### src/sv/slrq_pkg.sv
package slrq_pkg;

    localparam logic [2:0] MODE_WR_ACQ  = 3'd0;
    localparam logic [2:0] MODE_PUBLISH = 3'd1;
    localparam logic [2:0] MODE_CANCEL  = 3'd2;
    localparam logic [2:0] MODE_RD_ACQ  = 3'd3;
    localparam logic [2:0] MODE_RD_REL  = 3'd4;

    localparam logic [2:0] STAT_OK      = 3'd0;
    localparam logic [2:0] STAT_INVAL   = 3'd1;
    localparam logic [2:0] STAT_STATE   = 3'd2;
    localparam logic [2:0] STAT_BACKP   = 3'd3;
    localparam logic [2:0] STAT_LIMIT   = 3'd4;
    localparam logic [2:0] STAT_UNAVAIL = 3'd5;

    localparam logic [1:0] CFG_STORAGE_BASE    = 2'd0;
    localparam logic [1:0] CFG_SLOT_BYTES      = 2'd1;
    localparam logic [1:0] CFG_SLOT_COUNT_LOG2 = 2'd2;

    localparam logic [31:0] RST_STORAGE_BASE    = 32'd0;
    localparam logic [15:0] RST_SLOT_BYTES      = 16'd64;
    localparam logic [2:0]  RST_SLOT_COUNT_LOG2 = 3'd4;

    typedef struct packed {
        logic [2:0]  mode;
        logic [4:0]  reserve_slots;
        logic [15:0] publish_length;
    } t_in_word;

    typedef struct packed {
        logic [2:0]  status;
        logic [3:0]  slot_index;
        logic [31:0] slot_address;
        logic [15:0] byte_count;
        logic [4:0]  occupancy;
        logic [31:0] published_count;
        logic [31:0] consumed_count;
        logic [31:0] backpressure_count;
        logic [4:0]  high_water;
    } t_out_word;

    typedef struct packed {
        logic [31:0] storage_base;
        logic [15:0] slot_bytes;
        logic [2:0]  slot_count_log2;
    } t_cfg;

    typedef enum logic {
        S_IDLE,
        S_EXEC
    } t_state;

endpackage

### src/sv/slot_ring_queue_controller.sv
// Slot ring queue controller: single-producer single-consumer message ring over
// fixed-size slots. Each input word is one operation (write acquire, publish,
// cancel, read acquire, read release) and yields exactly one result word with
// status, slot index and address, byte count, occupancy and the saturating
// counters. S_IDLE takes a word while the slot length memory is read (a
// registered read); S_EXEC updates state and loads the output register, held
// while an untaken result fills it. A new word is taken only in S_IDLE, while
// the last result may still wait there. Slot lengths clear to zero at reset
// through per-entry valid bits, with no clearing pass. Configuration writes are
// always ready and take effect at once; write them only while idle.
module slot_ring_queue_controller #(
    parameter int SLOTS       = 16,
    parameter int LENGTH_BITS = 16
) (
    input  logic                i_clk,
    input  logic                i_rst_n,
    input  logic                i_in_valid,
    output logic                o_in_ready,
    input  slrq_pkg::t_in_word  i_in_word,
    output logic                o_out_valid,
    input  logic                i_out_ready,
    output slrq_pkg::t_out_word o_out_word,
    input  logic                i_cfg_valid,
    output logic                o_cfg_ready,
    input  logic [1:0]          i_cfg_index,
    input  logic [31:0]         i_cfg_data
);

    localparam int CAP_LOG2 = $clog2(SLOTS + 1) - 1;
    localparam int DEPTH    = 1 << CAP_LOG2;
    localparam int AW       = (CAP_LOG2 > 0) ? CAP_LOG2 : 1;

    slrq_pkg::t_state    r_state, n_state;
    slrq_pkg::t_in_word  r_item;
    slrq_pkg::t_cfg      r_cfg;
    slrq_pkg::t_out_word r_out_word, result;
    logic                r_out_valid;
    logic                commit;

    logic [AW-1:0]          rd_addr, wr_addr;
    logic                   wr_en;
    logic [LENGTH_BITS-1:0] wr_data, rd_data;

    always_ff @(posedge i_clk) begin
        if (!i_rst_n) begin
            r_state <= slrq_pkg::S_IDLE;
        end else begin
            r_state <= n_state;
        end
    end

    always_comb begin
        n_state    = r_state;
        o_in_ready = 1'b0;
        commit     = 1'b0;
        unique case (r_state)
            slrq_pkg::S_IDLE: begin
                o_in_ready = 1'b1;
                if (i_in_valid) begin
                    n_state = slrq_pkg::S_EXEC;
                end
            end
            slrq_pkg::S_EXEC: begin
                if (!r_out_valid || i_out_ready) begin
                    commit  = 1'b1;
                    n_state = slrq_pkg::S_IDLE;
                end
            end
            default: begin
                n_state = slrq_pkg::S_IDLE;
            end
        endcase
    end

    always_ff @(posedge i_clk) begin
        if (i_in_valid && o_in_ready) begin
            r_item <= i_in_word;
        end
        if (commit) begin
            r_out_word <= result;
        end
    end

    always_ff @(posedge i_clk) begin
        if (!i_rst_n) begin
            r_out_valid <= 1'b0;
        end else if (commit) begin
            r_out_valid <= 1'b1;
        end else if (i_out_ready) begin
            r_out_valid <= 1'b0;
        end
    end

    assign o_out_valid = r_out_valid;
    assign o_out_word  = r_out_word;
    assign o_cfg_ready = 1'b1;

    always_ff @(posedge i_clk) begin
        if (!i_rst_n) begin
            r_cfg.storage_base    <= slrq_pkg::RST_STORAGE_BASE;
            r_cfg.slot_bytes      <= slrq_pkg::RST_SLOT_BYTES;
            r_cfg.slot_count_log2 <= slrq_pkg::RST_SLOT_COUNT_LOG2;
        end else if (i_cfg_valid) begin
            unique case (i_cfg_index)
                slrq_pkg::CFG_STORAGE_BASE:    r_cfg.storage_base    <= i_cfg_data;
                slrq_pkg::CFG_SLOT_BYTES:      r_cfg.slot_bytes      <= i_cfg_data[15:0];
                slrq_pkg::CFG_SLOT_COUNT_LOG2: r_cfg.slot_count_log2 <= i_cfg_data[2:0];
                default: begin
                end
            endcase
        end
    end

    slrq_core #(
        .SLOTS       (SLOTS),
        .LENGTH_BITS (LENGTH_BITS),
        .AW          (AW)
    ) u_core (
        .i_clk     (i_clk),
        .i_rst_n   (i_rst_n),
        .i_commit  (commit),
        .i_item    (r_item),
        .i_cfg     (r_cfg),
        .i_len     (rd_data),
        .o_rd_addr (rd_addr),
        .o_wr_en   (wr_en),
        .o_wr_addr (wr_addr),
        .o_wr_data (wr_data),
        .o_result  (result)
    );

    slrq_len_mem #(
        .DEPTH (DEPTH),
        .AW    (AW),
        .DW    (LENGTH_BITS)
    ) u_len_mem (
        .i_clk     (i_clk),
        .i_rst_n   (i_rst_n),
        .i_rd_addr (rd_addr),
        .i_wr_en   (wr_en && commit),
        .i_wr_addr (wr_addr),
        .i_wr_data (wr_data),
        .o_rd_data (rd_data)
    );

    a_exec_completes: assert property (@(posedge i_clk) disable iff (!i_rst_n)
        (r_state == slrq_pkg::S_EXEC && (!r_out_valid || i_out_ready))
        |=> (o_out_valid && r_state == slrq_pkg::S_IDLE))
        else $error("operation did not complete into the output register");

    a_occ_bound: assert property (@(posedge i_clk) disable iff (!i_rst_n)
        o_out_valid |-> (32'(o_out_word.occupancy) <= DEPTH))
        else $error("occupancy exceeds slot capacity");

    a_peak_bound: assert property (@(posedge i_clk) disable iff (!i_rst_n)
        o_out_valid |-> (o_out_word.high_water >= o_out_word.occupancy))
        else $error("high-water mark below occupancy");

endmodule

### src/sv/slrq_len_mem.sv
module slrq_len_mem #(
    parameter int DEPTH = 16,
    parameter int AW    = 4,
    parameter int DW    = 16
) (
    input  logic          i_clk,
    input  logic          i_rst_n,
    input  logic [AW-1:0] i_rd_addr,
    input  logic          i_wr_en,
    input  logic [AW-1:0] i_wr_addr,
    input  logic [DW-1:0] i_wr_data,
    output logic [DW-1:0] o_rd_data
);

    logic [DW-1:0]    r_mem [DEPTH];
    logic [DEPTH-1:0] r_vld;
    logic [DW-1:0]    r_rd_data;
    logic             r_rd_vld;

    always_ff @(posedge i_clk) begin
        if (i_wr_en) begin
            r_mem[i_wr_addr] <= i_wr_data;
        end
        r_rd_data <= r_mem[i_rd_addr];
    end

    // entries never written read as zero
    always_ff @(posedge i_clk) begin
        if (!i_rst_n) begin
            r_vld    <= '0;
            r_rd_vld <= 1'b0;
        end else begin
            if (i_wr_en) begin
                r_vld[i_wr_addr] <= 1'b1;
            end
            r_rd_vld <= r_vld[i_rd_addr];
        end
    end

    assign o_rd_data = r_rd_vld ? r_rd_data : '0;

endmodule

### src/sv/slrq_core.sv
module slrq_core #(
    parameter int SLOTS       = 16,
    parameter int LENGTH_BITS = 16,
    parameter int AW          = 4
) (
    input  logic                   i_clk,
    input  logic                   i_rst_n,
    input  logic                   i_commit,
    input  slrq_pkg::t_in_word     i_item,
    input  slrq_pkg::t_cfg         i_cfg,
    input  logic [LENGTH_BITS-1:0] i_len,
    output logic [AW-1:0]          o_rd_addr,
    output logic                   o_wr_en,
    output logic [AW-1:0]          o_wr_addr,
    output logic [LENGTH_BITS-1:0] o_wr_data,
    output slrq_pkg::t_out_word    o_result
);

    localparam int CAP_LOG2 = $clog2(SLOTS + 1) - 1;
    localparam int SEQ_W    = CAP_LOG2 + 1;
    localparam int CMP_W    = (CAP_LOG2 + 2 > 5) ? CAP_LOG2 + 2 : 5;

    logic [SEQ_W-1:0] r_prod, r_cons, r_peak;
    logic             r_wheld, r_rheld;
    logic [AW-1:0]    r_wslot;
    logic [31:0]      r_pub, r_con, r_ref;

    logic [SEQ_W-1:0] n_prod, n_cons, n_peak;
    logic             n_wheld, n_rheld;
    logic [AW-1:0]    n_wslot;
    logic [31:0]      n_pub, n_con, n_ref;

    logic [3:0]       lg_eff;
    logic [CMP_W-1:0] count, res, occ_ext;
    logic [SEQ_W-1:0] cm1, occ, occ_new, occ_out;
    logic [AW-1:0]    wr_idx, rd_idx, sel_idx;
    logic [AW+15:0]   prod;
    logic [2:0]       status;
    logic             grant;
    logic [15:0]      bytes;

    always_comb begin
        lg_eff  = ({1'b0, i_cfg.slot_count_log2} > 4'(CAP_LOG2))
                  ? 4'(CAP_LOG2) : {1'b0, i_cfg.slot_count_log2};
        count   = CMP_W'(1) << lg_eff;
        cm1     = SEQ_W'(count - CMP_W'(1));
        wr_idx  = AW'(r_prod & cm1);
        rd_idx  = AW'(r_cons & cm1);
        occ     = r_prod - r_cons;
        occ_ext = CMP_W'(occ);
        res     = CMP_W'(i_item.reserve_slots);

        n_prod  = r_prod;
        n_cons  = r_cons;
        n_peak  = r_peak;
        n_wheld = r_wheld;
        n_rheld = r_rheld;
        n_wslot = r_wslot;
        n_pub   = r_pub;
        n_con   = r_con;
        n_ref   = r_ref;
        occ_new = occ + SEQ_W'(1);

        status    = slrq_pkg::STAT_OK;
        grant     = 1'b0;
        sel_idx   = wr_idx;
        bytes     = '0;
        o_wr_en   = 1'b0;
        o_wr_data = LENGTH_BITS'(i_item.publish_length);

        unique case (i_item.mode)
            slrq_pkg::MODE_WR_ACQ: begin
                priority if (res >= count) begin
                    status = slrq_pkg::STAT_INVAL;
                end else if (r_wheld) begin
                    status = slrq_pkg::STAT_STATE;
                end else if (occ_ext >= count - res) begin
                    status = slrq_pkg::STAT_BACKP;
                    n_ref  = (r_ref == '1) ? r_ref : r_ref + 32'd1;
                end else begin
                    grant   = 1'b1;
                    n_wslot = wr_idx;
                    n_wheld = 1'b1;
                    bytes   = i_cfg.slot_bytes;
                end
            end
            slrq_pkg::MODE_PUBLISH: begin
                priority if (!r_wheld) begin
                    status = slrq_pkg::STAT_STATE;
                end else if (i_item.publish_length > i_cfg.slot_bytes) begin
                    status = slrq_pkg::STAT_LIMIT;
                end else begin
                    o_wr_en = 1'b1;
                    n_prod  = r_prod + SEQ_W'(1);
                    n_wheld = 1'b0;
                    n_pub   = (r_pub == '1) ? r_pub : r_pub + 32'd1;
                    if (occ_new > r_peak) begin
                        n_peak = occ_new;
                    end
                end
            end
            slrq_pkg::MODE_CANCEL: begin
                if (!r_wheld) begin
                    status = slrq_pkg::STAT_STATE;
                end else begin
                    n_wheld = 1'b0;
                end
            end
            slrq_pkg::MODE_RD_ACQ: begin
                priority if (r_rheld) begin
                    status = slrq_pkg::STAT_STATE;
                end else if (r_cons == r_prod) begin
                    status = slrq_pkg::STAT_UNAVAIL;
                end else begin
                    grant   = 1'b1;
                    sel_idx = rd_idx;
                    n_rheld = 1'b1;
                    bytes   = 16'(i_len);
                end
            end
            slrq_pkg::MODE_RD_REL: begin
                if (!r_rheld) begin
                    status = slrq_pkg::STAT_STATE;
                end else begin
                    n_rheld = 1'b0;
                    n_cons  = r_cons + SEQ_W'(1);
                    n_con   = (r_con == '1) ? r_con : r_con + 32'd1;
                end
            end
            default: begin
                status = slrq_pkg::STAT_INVAL;
            end
        endcase

        prod    = (AW+16)'(sel_idx) * (AW+16)'(i_cfg.slot_bytes);
        occ_out = n_prod - n_cons;

        o_result.status             = status;
        o_result.slot_index         = grant ? 4'(sel_idx) : 4'd0;
        o_result.slot_address       = grant ? i_cfg.storage_base + 32'(prod) : 32'd0;
        o_result.byte_count         = bytes;
        o_result.occupancy          = 5'(occ_out);
        o_result.published_count    = n_pub;
        o_result.consumed_count     = n_con;
        o_result.backpressure_count = n_ref;
        o_result.high_water         = 5'(n_peak);
    end

    assign o_rd_addr = rd_idx;
    assign o_wr_addr = r_wslot;

    always_ff @(posedge i_clk) begin
        if (!i_rst_n) begin
            r_prod  <= '0;
            r_cons  <= '0;
            r_peak  <= '0;
            r_wheld <= 1'b0;
            r_rheld <= 1'b0;
            r_wslot <= '0;
            r_pub   <= '0;
            r_con   <= '0;
            r_ref   <= '0;
        end else if (i_commit) begin
            r_prod  <= n_prod;
            r_cons  <= n_cons;
            r_peak  <= n_peak;
            r_wheld <= n_wheld;
            r_rheld <= n_rheld;
            r_wslot <= n_wslot;
            r_pub   <= n_pub;
            r_con   <= n_con;
            r_ref   <= n_ref;
        end
    end

endmodule
### config.mk
export PLATFORM = sky130hd
export DESIGN_NAME = slot_ring_queue_controller
export DESIGN_NICKNAME = d
export VERILOG_FILES = /design/src/sv/slrq_pkg.sv /design/src/sv/slot_ring_queue_controller.sv /design/src/sv/slrq_len_mem.sv /design/src/sv/slrq_core.sv
export SDC_FILE = /design/constraint.sdc
export NUM_CORES = 1
export LEC_CHECK = 0
export BUFFER_PORTS_ARGS = -buffer_cell sky130_fd_sc_hd__clkbuf_2
export CORE_UTILIZATION = 30
export CTS_BUF_LIST = sky130_fd_sc_hd__clkbuf_16
export CTS_CLUSTER_DIAMETER = 30
export DETAILED_ROUTE_END_ITERATION = 10
export HOLD_SLACK_MARGIN = 0.15
export PLACE_DENSITY = 0.47
export SYNTH_ARGS = -nofsm -noshare
export SYNTH_HDL_FRONTEND = slang
export SYNTH_SLANG_ARGS = --single-unit
### constraint.sdc
create_clock -name i_clk -period 20 [get_ports i_clk]
set_clock_uncertainty 0.2 [all_clocks]
set_input_delay 4 -clock i_clk [delete_from_list [all_inputs] [get_ports i_clk]]
set_output_delay 4 -clock i_clk [all_outputs]
set_load 0.01 [all_outputs]
==> out/metrics.yaml <==
rows: 116
worstSetupEndpointType: "flip-flop"
combinationalPowerShare_pct: 3.3
swShare_pct: 22.4
syn_nets: 2744
core-area_um2: 100000
grtUsageTotal_pct: 16.1
min_period_ns: 7.28
io_buffer_count: 225
post_drt_wl_per_cell_um: 19.1
setup_violations: 0
via_per_inst: 4.92
gp_congestion: 0.805
yosys_warnings: 0
place_area_um2: 32900
netlist_area_um2: 30200
first_iter_violations: 1498
via_count: 21100
synthSimpleGateAreaFrac_pct: 14.7
fin_nets: 3037
fmax_mhz: 137
grt_pass1_wl_um: 127000
postLayoutCellArea_um2: 38300
synth.distinct_cells: 75
die_w_um: 320
intPower_mw: 3.23
yosysSeqAreaShare_pct: 57.2
drtPass1Iterations: 6
clockRootBuffer: "clkbuf_16"
synth-main-ff-cell: "edfxtp_1"
grt_remaining_overflow: 0
synth_compound_area_share_pct: 6.65
critPathKind: "reg2reg"
antenna_found_initial: 1
syn_to_final_growth_pct: 26.7
cts_tree: "yes"
layout_commonest_cell: "edfxtp_1"
clk_pin_slew_ns: 0.04
numClockSinks: 644
hp-class: "reg2reg"
synth_top_family_by_area: "simple AND/OR/NAND/NOR gates"
vdd_drop_max_mv: 0.0729
dieArea_um2: 102000
maxSlewViolCount: 0
routed_wl_um: 81700
synthCells: 2558
drc: 0
grt_pass1_vias: 21600
holdWs_ns: 0.254
tns_ns: 0
worst_pin_slew_ns: 1.20
antenna_left: 0
maxCapViolCount: 0
p_leak_nw: 14.4
critical_path.max_fanout: 14
p_per_area_nw_per_um2: 108
seqPwrFrac_pct: 35.6
synth_edf_count: 441
pwr-share-clk_pct: 61.1
hpwl_um: 54500
post_cts_buffers: 0
synthMuxAreaShare_pct: 5.93
status: "finished, final reports clean"
layout_common_cells: "edfxtp_1, nand2_1, clkbuf_2"
layout-drive-gt1-share_pct: 21.6
rsz0062_at_grt: "no"
cts.path.max_buffers: 3
clk_latency_ns: 0.74
async_reset_ff_share_pct: 0
fillCellCount: 9583
io-pin-count: 227
numCtsBuffers: 155
htreeDepth: 4
cp.arrival_ns: 7.52
period_share_pct: 36.4
grt_max_degree: 116
ys_seq_elements: 644
die_h_um: 320
critPathRequiredTime_ns: 20.24
synth_xor_area_share_pct: 5.56
max_slew_margin_pct: 19.8
ctsResizeCount: 0
synthAdderAreaFrac_pct: 6.28
power.switching_mw: 0.929
cp-start-kind: "flip-flop"
initial_core_util_pct: 30.2
finalHoldViolations: 0
ctsHoldBuffers: 0
avgSynthCellArea_um2: 11.8
## worst paths after layout
| kind | depth (start not counted) | start | end | slack, ns |
|---|---|---|---|---|
| setup / recovery | 22 | u_core.r_cons[2]$_SDFFE_PN0P_ | o_out_word[148]$_SDFFCE_PN0P_ | 12.72 |
| hold / removal | 2 | r_cfg[28]$_SDFFE_PN0P_ | r_cfg[28]$_SDFFE_PN0P_ | 0.25 |
| setup reg to reg | 22 | u_core.r_cons[2]$_SDFFE_PN0P_ | o_out_word[148]$_SDFFCE_PN0P_ | 12.72 |
| hold reg to reg | 2 | r_cfg[28]$_SDFFE_PN0P_ | r_cfg[28]$_SDFFE_PN0P_ | 0.25 |
## synthesized netlist by cell type, types with 19 or more instances
| cell | count | area share (%) |
|---|---|---|
| and2_1 | 52 | 1.1 |
| o21ai_0 | 69 | 1.1 |
| edfxtp_1 | 441 | 44 |
| nor2_1 | 174 | 2.2 |
| ha_1 | 75 | 3.1 |
| or3_1 | 36 | 0.74 |
| dfxtp_1 | 203 | 13 |
| nand3_1 | 97 | 1.6 |
| a21oi_1 | 128 | 2.1 |
| nor4_1 | 35 | 0.72 |
| nand2_1 | 262 | 3.3 |
| fa_1 | 48 | 3.2 |
| nand4_1 | 52 | 1.1 |
| xnor2_1 | 111 | 3.2 |
| a21o_1 | 27 | 0.67 |
| nor3_1 | 79 | 1.3 |
| a31oi_1 | 19 | 0.39 |
| inv_1 | 141 | 1.7 |
| mux4_2 | 69 | 5.1 |
| clkbuf_1 | 111 | 1.4 |
| a211oi_1 | 21 | 0.52 |
| and3_1 | 25 | 0.52 |
| xor2_1 | 81 | 2.3 |
## power by group through the flow
| stage | logic [mW] | clock network [mW] | registers (mW) |
|---|---|---|---|
| global placement | 0.136 | 0 | 1.50 |
| global route | 0.150 | 2.66 | 1.48 |
| floorplan | 0.0751 | 0 | 1.50 |
| finish | 0.135 | 2.54 | 1.48 |
| CTS | 0.138 | 2.59 | 1.48 |
| detailed placement | 0.138 | 0 | 1.50 |
## metrics by stage
| stage | power, mW | std cells | utilization (%) | worst slack [ns] |
|---|---|---|---|---|
| after global placement | 1.64 | 3992 | 32.9 | 12.65 |
| after floorplan | 1.58 | 2558 | - | 9.82 |
| after detailed placement | 1.64 | 3992 | 32.9 | 12.59 |
| final | 4.15 | 4283 | 38.3 | 12.72 |
| after CTS | 4.20 | 4282 | 38.3 | 12.71 |
| after global routing | 4.29 | 4283 | 38.3 | 12.09 |
## critical path: stages (launching register included)
cell,delay (ns)
dfxtp_1,0.47
inv_1,0.12
ha_1,0.36
nand3_1,0.12
nor2_1,0.07
or4_1,0.66
o21ai_0,0.60
inv_1,0.44
nor2_1,0.24
fa_1,0.47
fa_1,0.55
inv_1,0.05
fa_1,0.49
inv_1,0.04
ha_1,0.34
o211ai_1,0.10
o21ai_0,0.48
o2111ai_1,0.25
nand3_1,0.17
nand4_1,0.24
a21boi_0,0.30
xnor2_1,0.14
nor2_1,0.05
## routing by layer
layer | routed length, µm | GRT usage, % | share of wire (%) | vias up
met3 | 4250 | 3.65 | 5.2 | 132
met1 | 36600 | 21.0 | 45 | 10500
met5 | 0 | 0 | 0 | -
met2 | 39100 | 26.1 | 48 | 543
met4 | 1800 | 5.51 | 2.2 | 0
li1 | - | - | - | 9897
## area by class of cell
type	count	area (µm²)	share of cell area (%)
clock buffer	157	3930	10.3
antenna	1	2.50	0.00653
multi-input combinational	1637	12000	31.3
timing repair buffer	270	1460	3.82
tap	1298	1620	4.24
sequential	644	17300	45.2
inverter	143	547	1.43
clock inverter	133	1460	3.82
## flip-flops by register name (all words and copies together) (netlist names), 24 cells and up
name             count
u_len_mem.r_mem    256
u_core.r_con        32
r_item              24
u_core.r_pub        32
u_core.r_ref        32
r_cfg               51
o_out_word         161
## kinds of logic after synthesis
family,after synthesis
XOR/XNOR,192
AND/OR/NAND/NOR,900
buffers and inverters,277
multiplexers,92
adder cells (fa/ha/maj),123
flip-flops,644
AO/OA/AOI/OAI,329
other,1
Power figures use the tool's default switching activity.
